`config.mk`:
```
export PLATFORM = sky130hd
export DESIGN_NAME = uart_tx_rx_ring_buffers_flat
export DESIGN_NICKNAME = d
export VERILOG_FILES = /design/src/design/uart_trb_pkg.sv /design/src/design/uart_trb_in_if.sv /design/src/design/uart_trb_out_if.sv /design/src/design/uart_trb_ring.sv /design/src/design/uart_tx_rx_ring_buffers.sv /design/src/flat_wrapper.sv
export SDC_FILE = /design/constraint.sdc
export NUM_CORES = 1
export LEC_CHECK = 0
export BUFFER_PORTS_ARGS = -buffer_cell sky130_fd_sc_hd__buf_2
export CORE_ASPECT_RATIO = 1.1
export CORE_MARGIN = 2
export CORE_UTILIZATION = 35
export CTS_CLUSTER_SIZE = 12
export DETAILED_ROUTE_END_ITERATION = 6
export MAX_ROUTING_LAYER = met4
export SETUP_SLACK_MARGIN = 0.5
export SLEW_MARGIN = 15
export SYNTH_ARGS = -nofsm -noshare
export SYNTH_HDL_FRONTEND = slang
export SYNTH_HIERARCHICAL = 1
export SYNTH_SLANG_ARGS = --single-unit
```
`constraint.sdc`:
```
create_clock -name clk -period 12.32 [get_ports clk]
set_input_delay 2.464 -clock clk [delete_from_list [all_inputs] [get_ports clk]]
set_output_delay 2.464 -clock clk [all_outputs]
set_load 0.1 [all_outputs]
```
`src/design/uart_trb_pkg.sv`:
```
`timescale 1ns / 1ps

package uart_trb_pkg;

    localparam int TX_DEPTH_DEF = 64;
    localparam int RX_DEPTH_DEF = 64;

    // Fill counts cover depths up to 255.
    localparam int FILL_W     = 8;
    localparam int COUNT_W    = 7;
    localparam int COUNT_MAX  = 127;
    localparam int CFG_IDX_W  = 1;
    localparam int CFG_DATA_W = 1;

    typedef enum logic [2:0] {
        OP_SEND     = 3'd0,
        OP_GET      = 3'd1,
        OP_TX_READY = 3'd2,
        OP_RX_BYTE  = 3'd3,
        OP_FLUSH    = 3'd4
    } op_t;

    typedef enum logic [CFG_IDX_W-1:0] {
        CFG_TX_ENABLE = 1'b0,
        CFG_RX_ENABLE = 1'b1
    } cfg_idx_t;

    typedef struct packed {
        logic [2:0] opcode;
        logic [7:0] data;
        logic       hw_tx_ready;
        logic       hw_rx_ready;
        logic [7:0] hw_rx_byte;
    } in_item_t;

    typedef struct packed {
        logic               accepted;
        logic               read_valid;
        logic [7:0]         read_data;
        logic               hw_rx_taken;
        logic               line_write;
        logic [7:0]         line_byte;
        logic               rx_dropped;
        logic               tx_irq_request;
        logic [COUNT_W-1:0] tx_count;
        logic [COUNT_W-1:0] rx_count;
    } out_item_t;

    typedef struct packed {
        logic       push;
        logic [7:0] push_data;
        logic       pop;
        logic       clear;
    } ring_ctrl_t;

    typedef struct packed {
        logic              empty;
        logic              full;
        logic              empty_next;
        logic [FILL_W-1:0] fill_next;
        logic [7:0]        head;
    } ring_stat_t;

endpackage

```
`src/design/uart_trb_in_if.sv`:
```
`timescale 1ns / 1ps

interface uart_trb_in_if;
    import uart_trb_pkg::*;

    logic     valid;
    logic     ready;
    in_item_t item;

    modport source (output valid, output item, input ready);
    modport sink (input valid, input item, output ready);
endinterface

```
`src/design/uart_trb_out_if.sv`:
```
`timescale 1ns / 1ps

interface uart_trb_out_if;
    import uart_trb_pkg::*;

    logic      valid;
    logic      ready;
    out_item_t item;

    modport source (output valid, output item, input ready);
    modport sink (input valid, input item, output ready);
endinterface

```
`src/design/uart_trb_ring.sv`:
```
`timescale 1ns / 1ps

module uart_trb_ring #(
    parameter int DEPTH = uart_trb_pkg::TX_DEPTH_DEF
) (
    input  logic                     clk,
    input  logic                     rst_n,
    input  uart_trb_pkg::ring_ctrl_t ctrl,
    output uart_trb_pkg::ring_stat_t stat
);
    import uart_trb_pkg::*;

    localparam int PTR_W = $clog2(DEPTH);

    logic [7:0]       mem [DEPTH];
    logic [PTR_W-1:0] rd_reg;
    logic [PTR_W-1:0] rd_next;
    logic [PTR_W-1:0] wr_reg;
    logic [PTR_W-1:0] wr_next;
    logic [PTR_W-1:0] wr_adv;
    logic [7:0]       head_reg;

    function automatic logic [PTR_W-1:0] adv(input logic [PTR_W-1:0] p);
        return (p == PTR_W'(DEPTH - 1)) ? '0 : p + 1'b1;
    endfunction

    assign wr_adv = adv(wr_reg);

    always_comb
    begin
        if (ctrl.clear)
        begin
            rd_next = '0;
            wr_next = '0;
        end
        else
        begin
            rd_next = ctrl.pop ? adv(rd_reg) : rd_reg;
            wr_next = ctrl.push ? wr_adv : wr_reg;
        end
    end

    always_comb
    begin
        stat.empty      = (rd_reg == wr_reg);
        stat.full       = (wr_adv == rd_reg);
        stat.empty_next = (rd_next == wr_next);
        stat.head       = head_reg;
        if (wr_next >= rd_next)
            stat.fill_next = FILL_W'(wr_next - rd_next);
        else
            stat.fill_next = FILL_W'(DEPTH) + FILL_W'(wr_next) - FILL_W'(rd_next);
    end

    always_ff @(posedge clk or negedge rst_n)
    begin
        if (!rst_n)
        begin
            rd_reg <= '0;
            wr_reg <= '0;
        end
        else
        begin
            rd_reg <= rd_next;
            wr_reg <= wr_next;
        end
    end

    always_ff @(posedge clk)
    begin
        if (ctrl.push)
            mem[wr_reg] <= ctrl.push_data;
    end

    // Prefetch the word at the next read position; forward a word written there now.
    always_ff @(posedge clk)
    begin
        if (ctrl.push && (wr_reg == rd_next))
            head_reg <= ctrl.push_data;
        else
            head_reg <= mem[rd_next];
    end

endmodule

```
`src/design/uart_tx_rx_ring_buffers.sv`:
```
`timescale 1ns / 1ps
// Transmit and receive byte rings in front of a UART.
// in_ch carries one operation per word (send, get, transmitter ready,
// byte received, flush) together with the hardware status bits sampled
// by the caller; out_ch returns one result word per operation with the
// delivered byte, the byte to write to the line, the drop flag, the
// transmit interrupt request and both fill counts.
// The configuration port writes tx_enable (index 0) and rx_enable
// (index 1); the user must do so only while no operation is in flight,
// which the block itself does not enforce. The result word is
// registered and appears in the cycle after acceptance; one operation
// is accepted per cycle while out_ch is not stalled. Each ring keeps
// its head byte prefetched from its memory, so a pop needs no memory read.
// Each ring holds DEPTH-1 bytes. Reset empties both rings and clears both
// enables; memory contents are not cleared and need no clearing pass.
// While the receiver on out_ch holds ready low, the result word stays in
// the output register and in_ch ready drops until it is taken.
module uart_tx_rx_ring_buffers #(
    parameter int TX_DEPTH = uart_trb_pkg::TX_DEPTH_DEF,
    parameter int RX_DEPTH = uart_trb_pkg::RX_DEPTH_DEF
) (
    input  logic                                  clk,
    input  logic                                  rst_n,
    input  logic                                  cfg_we,
    input  logic [uart_trb_pkg::CFG_IDX_W-1:0]    cfg_index,
    input  logic [uart_trb_pkg::CFG_DATA_W-1:0]   cfg_data,
    uart_trb_in_if.sink                           in_ch,
    uart_trb_out_if.source                        out_ch
);
    import uart_trb_pkg::*;

    logic       tx_enable_reg;
    logic       rx_enable_reg;
    logic       out_valid_reg;
    out_item_t  out_item_reg;
    out_item_t  res;
    logic       in_ready;
    logic       accept;
    ring_ctrl_t tx_ctrl;
    ring_ctrl_t rx_ctrl;
    ring_stat_t tx_stat;
    ring_stat_t rx_stat;
    logic       tx_extra;
    logic       rx_extra;
    logic [FILL_W:0] tx_n;
    logic [FILL_W:0] rx_n;

    function automatic logic [COUNT_W-1:0] sat_count(input logic [FILL_W:0] n);
        return (n > (FILL_W + 1)'(COUNT_MAX)) ? COUNT_W'(COUNT_MAX) : n[COUNT_W-1:0];
    endfunction

    uart_trb_ring #(.DEPTH(TX_DEPTH)) u_tx_ring (
        .clk   (clk),
        .rst_n (rst_n),
        .ctrl  (tx_ctrl),
        .stat  (tx_stat)
    );

    uart_trb_ring #(.DEPTH(RX_DEPTH)) u_rx_ring (
        .clk   (clk),
        .rst_n (rst_n),
        .ctrl  (rx_ctrl),
        .stat  (rx_stat)
    );

    assign in_ready     = !out_valid_reg || out_ch.ready;
    assign accept       = in_ch.valid && in_ready;
    assign in_ch.ready  = in_ready;
    assign out_ch.valid = out_valid_reg;
    assign out_ch.item  = out_item_reg;

    always_comb
    begin
        res     = '0;
        res.accepted = 1'b1;
        tx_ctrl = '0;
        rx_ctrl = '0;
        tx_ctrl.push_data = in_ch.item.data;
        rx_ctrl.push_data = in_ch.item.data;

        if (accept)
        begin
            case (in_ch.item.opcode)
                OP_SEND:
                begin
                    if (tx_stat.empty && tx_enable_reg && in_ch.item.hw_tx_ready)
                    begin
                        res.line_write = 1'b1;
                        res.line_byte  = in_ch.item.data;
                    end
                    else if (tx_stat.full)
                        res.accepted = 1'b0;
                    else
                        tx_ctrl.push = 1'b1;
                end
                OP_GET:
                begin
                    if (!rx_stat.empty)
                    begin
                        res.read_valid = 1'b1;
                        res.read_data  = rx_stat.head;
                        rx_ctrl.pop    = 1'b1;
                    end
                    else if (rx_enable_reg && in_ch.item.hw_rx_ready)
                    begin
                        res.read_valid  = 1'b1;
                        res.read_data   = in_ch.item.hw_rx_byte;
                        res.hw_rx_taken = 1'b1;
                    end
                end
                OP_TX_READY:
                begin
                    if (tx_enable_reg && !tx_stat.empty)
                    begin
                        res.line_write = 1'b1;
                        res.line_byte  = tx_stat.head;
                        tx_ctrl.pop    = 1'b1;
                    end
                end
                OP_RX_BYTE:
                begin
                    if (rx_enable_reg)
                    begin
                        if (rx_stat.full)
                            res.rx_dropped = 1'b1;
                        else
                            rx_ctrl.push = 1'b1;
                    end
                end
                OP_FLUSH:
                begin
                    tx_ctrl.clear = 1'b1;
                    rx_ctrl.clear = 1'b1;
                end
                default:
                begin
                    res.accepted = 1'b1;
                end
            endcase
        end

        // Counts include the byte still held in the hardware register.
        tx_extra = tx_enable_reg && (!in_ch.item.hw_tx_ready || res.line_write);
        rx_extra = rx_enable_reg && in_ch.item.hw_rx_ready && !res.hw_rx_taken;
        tx_n = {1'b0, tx_stat.fill_next} + (FILL_W + 1)'(tx_extra);
        rx_n = {1'b0, rx_stat.fill_next} + (FILL_W + 1)'(rx_extra);

        res.tx_irq_request = tx_enable_reg && !tx_stat.empty_next;
        res.tx_count       = sat_count(tx_n);
        res.rx_count       = sat_count(rx_n);
    end

    always_ff @(posedge clk or negedge rst_n)
    begin
        if (!rst_n)
        begin
            tx_enable_reg <= 1'b0;
            rx_enable_reg <= 1'b0;
        end
        else if (cfg_we)
        begin
            case (cfg_index)
                CFG_TX_ENABLE: tx_enable_reg <= cfg_data[0];
                CFG_RX_ENABLE: rx_enable_reg <= cfg_data[0];
                default:       tx_enable_reg <= tx_enable_reg;
            endcase
        end
    end

    always_ff @(posedge clk or negedge rst_n)
    begin
        if (!rst_n)
            out_valid_reg <= 1'b0;
        else if (accept)
            out_valid_reg <= 1'b1;
        else if (out_ch.ready)
            out_valid_reg <= 1'b0;
    end

    // Hold the result word until it is taken.
    always_ff @(posedge clk)
    begin
        if (accept)
            out_item_reg <= res;
    end

endmodule

```
`src/flat_wrapper.sv`:
```
// flat-port wrapper written by rule: the top's interface ports become plain ports
module uart_tx_rx_ring_buffers_flat import uart_trb_pkg::*;
#(
    parameter int TX_DEPTH = uart_trb_pkg::TX_DEPTH_DEF,
    parameter int RX_DEPTH = uart_trb_pkg::RX_DEPTH_DEF
)
  (clk, rst_n, cfg_we, cfg_index, cfg_data, in_ch_valid, in_ch_item, in_ch_ready, out_ch_valid, out_ch_item, out_ch_ready);
  uart_trb_in_if in_ch_i ();
  uart_trb_out_if out_ch_i ();
  input  logic clk;
  input  logic rst_n;
  input  logic cfg_we;
  input  logic [uart_trb_pkg::CFG_IDX_W-1:0] cfg_index;
  input  logic [uart_trb_pkg::CFG_DATA_W-1:0] cfg_data;
  input wire logic [$bits(in_ch_i.valid)-1:0] in_ch_valid;
  input wire logic [$bits(in_ch_i.item)-1:0] in_ch_item;
  output wire logic [$bits(in_ch_i.ready)-1:0] in_ch_ready;
  output wire logic [$bits(out_ch_i.valid)-1:0] out_ch_valid;
  output wire logic [$bits(out_ch_i.item)-1:0] out_ch_item;
  input wire logic [$bits(out_ch_i.ready)-1:0] out_ch_ready;
  assign in_ch_i.valid = in_ch_valid;
  assign in_ch_i.item = in_ch_item;
  assign in_ch_ready = in_ch_i.ready;
  assign out_ch_valid = out_ch_i.valid;
  assign out_ch_item = out_ch_i.item;
  assign out_ch_i.ready = out_ch_ready;
  uart_tx_rx_ring_buffers #(.TX_DEPTH(TX_DEPTH), .RX_DEPTH(RX_DEPTH)) u_core (.clk(clk), .rst_n(rst_n), .cfg_we(cfg_we), .cfg_index(cfg_index), .cfg_data(cfg_data), .in_ch(in_ch_i), .out_ch(out_ch_i));
endmodule
```
### Word-level counts from Yosys, hierarchy flattened

Memories as Yosys holds them, arrays and structs flattened. A register that Yosys moved wholly into a read port is not among the register bits.
Index checks and enable logic that the tools add are counted.

* reductions and logical operators: 22
* order comparisons: 4
* bitwise logic cells: 3
* equal/unequal tests: 13
* add/sub/neg operators: 12
* muxes and demuxes: 46

Operators with widths (count)
* $mux 6: 12
* $eq 6x6->1: 5
* $mux 9: 3
* $add 6x1->6 const B: 4
* $eq 6x6->1 const B: 4
* $mux 1: 24
* $add 8x1->9: 2
* $gt 9x7->1 const B: 2
* $pmux 9 s2: 1
* $add 7x6->8 const A: 2
* $mux 8: 2
* $sub 8x6->8: 2
* $sub 6x6->7: 2
* $ge 6x6->1: 2
* $mux 11: 1
* $mux 10: 1
* $logic_and 1x1->1: 8
* $eq 3x2->1 const B: 2
* $reduce_and 2->1: 3
* $logic_not 1->1: 5
* $mux 2: 2
* $eq 3x1->1 const B: 1
* $eq 3x3->1 const B: 1
* $logic_not 3->1: 1
* other kinds (5): 8

* flip-flop bits (word level): 63
* word-level logic and storage cells: 119
* memories kept: 2
* input port bits: 28
* memory bits (writable): 1024

Memories
* u_core.u_rx_ring.mem: depth 64, bits a word 8, rd ports 1, clocked after Yosys merged registers in 1, wr ports 1, RTL line uart_trb_ring.sv:15 `logic [7:0] mem [DEPTH];`
* u_core.u_tx_ring.mem: depth 64, bits a word 8, rd ports 1, clocked after Yosys merged registers in 1, wr ports 1, RTL line uart_trb_ring.sv:15

### Longest topological paths before layout

* depth after elaboration: 14
* gate-level depth with buffers: 24
* depth with buffers taken out: 21

### By module

Netlist, hierarchy kept.

By module, submodules not included
* uart_trb_ring at u_core.u_rx_ring: seq. area each 15795.1 um2, cells an instance 1151, times used 1, area each 21486.9 um2
* uart_trb_ring at u_core.u_tx_ring: seq. area each 15795.1 um2, cells an instance 1165, times used 1, area each 21428.1 um2
* uart_tx_rx_ring_buffers: seq. area each 1156.1 um2, cells an instance 188, times used 1, area each 2079.5 um2

### Least setup slack after synthesis

No wires, ideal clock.

* path type: input -> register
* start: in out_ch_ready
* end: reg u_core.out_item_reg, in the netlist u_core/out_ch.item[7], data pin
* data arrival time: 6.816 ns
* setup slack: 5.246 ns
* library setup time: 0.259 ns
* stages: 18
* path through: nand2b_1 nand3_2 buf_2 nor4_1 clkbuf_1 mux2i_1 or2_2 inv_1 ha_1 and3b_1 o21ai_0 a21oi_1 o311ai_0 xor2_1 and4_1 clkbuf_1 and4b_1 o21bai_1

RTL lines
* start, declared: RTL line flat_wrapper.sv:20 `input wire logic [$bits(out_ch_i.ready)-1:0] out_ch_ready;`
* end signal, assigned: RTL line uart_tx_rx_ring_buffers.sv:184 `out_item_reg <= res;`
* end, declared: RTL line uart_tx_rx_ring_buffers.sv:35 `out_item_t out_item_reg;`

==> impl_summary.txt <==
----------------------------------------------------
[Route]
  Post-detailed-route via-to-cell ratio ... around 5.5
  Number of violations reported at the end of detailed-routing iteration 0 ... about 2500
  Drt total wl ... between 100000 and 150000 um
  Detail Route Antenna Nets ... 0
  Wire per inst ... roughly 25 um
  Number of DRC violations after detailed routing ... 0
  Detailed-routing iteration count for the pre-antenna-repair pass ... 6
  Via count of the routed design ... ~24000

[Synth]
  Instance count of the mapped netlist ... 2503
  Yosys warning total ... 6
  Synthesized area per cell ... approximately 18 um^2
  Post-synth design cell area ... ~45000 um^2
  Net Count, Synth ... 2557

[Cells and area]
  Leading cell types in the layout, fill and taps excluded ... sky130_fd_sc_hd__edfxtp_1, sky130_fd_sc_hd__mux4_2, sky130_fd_sc_hd__nor2_1
  Final Instance Area ... approximately 50000 um^2
  Layout cell share with drive strength beyond 1 ... 19.00%
  Final instance count without filler cells ... between 4000 and 5000
  Final standard cell utilization of the core ... 39.32%
  Most common cell after layout, fill and taps aside ... sky130_fd_sc_hd__edfxtp_1
  Final-layout fill cell count ... about 11000
  Area delta synth->final ... 11.16%
  Net count, final ... about 2600
  Multi-input gate area ... ~11000 um^2
  Reg area ... ~33000 um^2

[Placement]
  Final RePlAce weighted congestion ... about 0.9
  Detailed Place HPWL ... 67570 um
  Number of port buffers ... 65
  Placed cells ... around 4100
  Post-Place Cell Area ... between 40000 and 50000 um^2

[STA]
  Highest Clock Rate ... roughly 150 MHz
  Post-layout minimum cycle time ... 6.554 ns
  Actual slew at the worst max-slew pin ... 1.136 ns
  Total count of max-transition violations in the final report ... 0
  Final cycle utilization of the critical path ... 53.20%
  Aggregate negative setup slack ... 0 ns
  Hold violation count in the final report ... 0
  Setup repair after global routing missed its margin ... false
  Final setup violation count ... 0
  Normalized max-slew margin ... a little under a quarter
  Clock Skew ... 0.02681 ns

[Hold path]
  Worst Hold Class ... flop to flop
  Cell count of the worst hold path ... 2
  Hold endpoint ... u_core/out_ch.valid
  Hold path startpoint ... u_core/out_ch.valid

[Floorplan]
  Area of the die ... between 100000 and 150000 um^2
  Die Height ... 380.0 um
  Initial standard-cell utilization of the core ... between 30% and 40%
  Site row count ... roughly 140
  Placeable core region ... between 100000 and 150000 um^2
  Die width ... between 300 and 400 um
  Number of I/O pins ... 66

[Setup path]
  Maximum fanout encountered on the critical timing path ... 12
  Startpoint of the lowest-slack register-to-register path ... u_core/u_rx_ring/wr_reg[3]
  Launching element type of the critical path ... input port
  Crit path max-delay cell type ... sky130_fd_sc_hd__nor3b_1
  Cells along the critical path ... buf_2 -> nand2b_1 -> nand2_1 -> nor3b_1 -> buf_4 -> nor2b_1 -> nand2_1 -> a21o_1 -> ha_1 -> fa_1 -> nor2b_1 -> o21ai_0 -> a21boi_0 -> o21ai_0 -> nand2b_1 -> xnor2_1 -> nand3_1 -> and4bb_2 -> o21bai_1
  Worst endpoint required time ... around 13 ns
  Type of the worst setup path ... input port to flop
  Crit Reg-Reg Endpoint ... u_core/out_ch.item[0]
  Critical Path AT ... between 6 and 7 ns
  Crit path max-delay family ... simple AND/OR/NAND/NOR gates
  Delay of the slowest cell on the worst path ... 0.82 ns
  Critical path buffers and inverters ... 2
  Crit path capture type ... flop
  Reg-to-reg slack, setup ... around 6.0 ns
  Path depth of the worst reg2reg path ... 21

[Global route]
  Met1 Track Usage GR ... a little over a fifth
  Via count of the first global-routing pass ... about 24000
  GRT Total Usage ... approximately 17%
  Antenna violations before repair ... 1
  Global-route wire length before repair ... 161200 um
  Largest net degree at the start of global routing ... 96
  Met2 routing resource usage after global routing ... roughly 28%
  Layer with the highest usage after global routing ... met2
  Global routing met3 resource utilization ... about 3.5%
  Global-route congestion overflow total ... 0

[Run status]
  Outcome ... finished, final reports clean

[Run]
  Number of maximum-capacitance violations ... 0

[Clock network]
  Clock sinks ... between 1000 and 1500
  Post-CTS Hold Fix Bufs ... 0
  CTS buffer count ... roughly 110
  Root Buffer ... sky130_fd_sc_hd__clkbuf_16
  Clock latency of the later-clocked register in the worst-skew pair ... 0.68 ns
  Buffer count from post-CTS setup fixing ... 0
  H-tree depth reported by CTS ... 3
  Cts repair resizes ... 0
  CTS tree ... done
  Clock transition at the registers of the reported paths ... approximately 0.060 ns
  Worst-case clock buffer depth ... 3

[Power]
  Final total power ... just under 9 mW
  Lkg Pwr ... between 15 and 20 nW
  Maximum vdd ir drop ... between 0.1 and 0.15 mV
  Total power density per cell area ... approximately 180 nW/um^2

----------------------------------------------------
layout make-up:
cell class | instances | area share [%]
clock buffer | 146 | 5.857
tap | 1668 | 4.173
multi-input combinational | 1233 | 22.66
antenna | 1 | 0.005004
timing repair buffer | 94 | 1.126
clock inverter | 29 | 0.4178
inverter | 31 | 0.2352
sequential | 1099 | 65.53
where the power goes:
group          total [mW]  internal [mW]  leakage [nW]  switching [mW]
clock network        3.02           1.69          1.52            1.33
logic                1.55          0.610          3.72           0.940
registers            4.31           4.16          10.0           0.146
worst max path at each step:
stage / start / to / slack, ns / depth (start not counted)
3_5_place_dp: out_ch_ready / u_core/out_ch.item[0] / 5.27 / 19
6_report: out_ch_ready / u_core/out_ch.item[0] / 5.77 / 19
4_1_cts: out_ch_ready / u_core/out_ch.item[0] / 5.96 / 19
3_3_place_gp: out_ch_ready / u_core/out_ch.item[0] / 5.47 / 19
2_1_floorplan: out_ch_ready / u_core/out_ch.item[7] / 5.25 / 18
5_1_grt: u_core/u_rx_ring/wr_reg[3] / u_core/out_ch.item[0] / 5.48 / 21
metrics by stage:
step / setup WS (ns) / hold slack [ns]
floorplan: 5.246 / 0.5101
global placement: 5.465 / 0.6123
detailed placement: 5.275 / 0.6216
CTS: 5.957 / 0.6448
global route: 5.479 / 0.7201
finish: 5.766 / 0.6492
layer usage:
layer  share of wire (%)  vias to the layer above  wire [um]
li1                    -                    10180          -
met1                  41                    12430      44300
met2                  50                      892      54880
met3                 7.1                      162       7750
met4                 2.1                        0       2346
met5                   0                        -          0
worst register-to-register path: stages (launching register included):
cell                       delay [ns]
sky130_fd_sc_hd__dfrtp_1         0.71
sky130_fd_sc_hd__nand3_1         0.39
sky130_fd_sc_hd__inv_1           0.13
sky130_fd_sc_hd__nand3_1         0.16
sky130_fd_sc_hd__a211oi_1        0.26
sky130_fd_sc_hd__a311oi_1        0.08
sky130_fd_sc_hd__nor3_1          0.86
sky130_fd_sc_hd__nor3b_1         0.38
sky130_fd_sc_hd__buf_4           0.30
sky130_fd_sc_hd__nand2_1         0.32
sky130_fd_sc_hd__o21ai_0         0.14
sky130_fd_sc_hd__a21oi_1         0.19
sky130_fd_sc_hd__nor2_1          0.10
sky130_fd_sc_hd__ha_1            0.37
sky130_fd_sc_hd__nand2_1         0.10
sky130_fd_sc_hd__o21ba_2         0.17
sky130_fd_sc_hd__inv_1           0.07
sky130_fd_sc_hd__o311ai_0        0.39
sky130_fd_sc_hd__xor2_1          0.27
sky130_fd_sc_hd__and4_1          0.33
sky130_fd_sc_hd__and4bb_2        0.26
sky130_fd_sc_hd__o21bai_1        0.07
No activity file was read; power rests on OpenSTA's default activity.
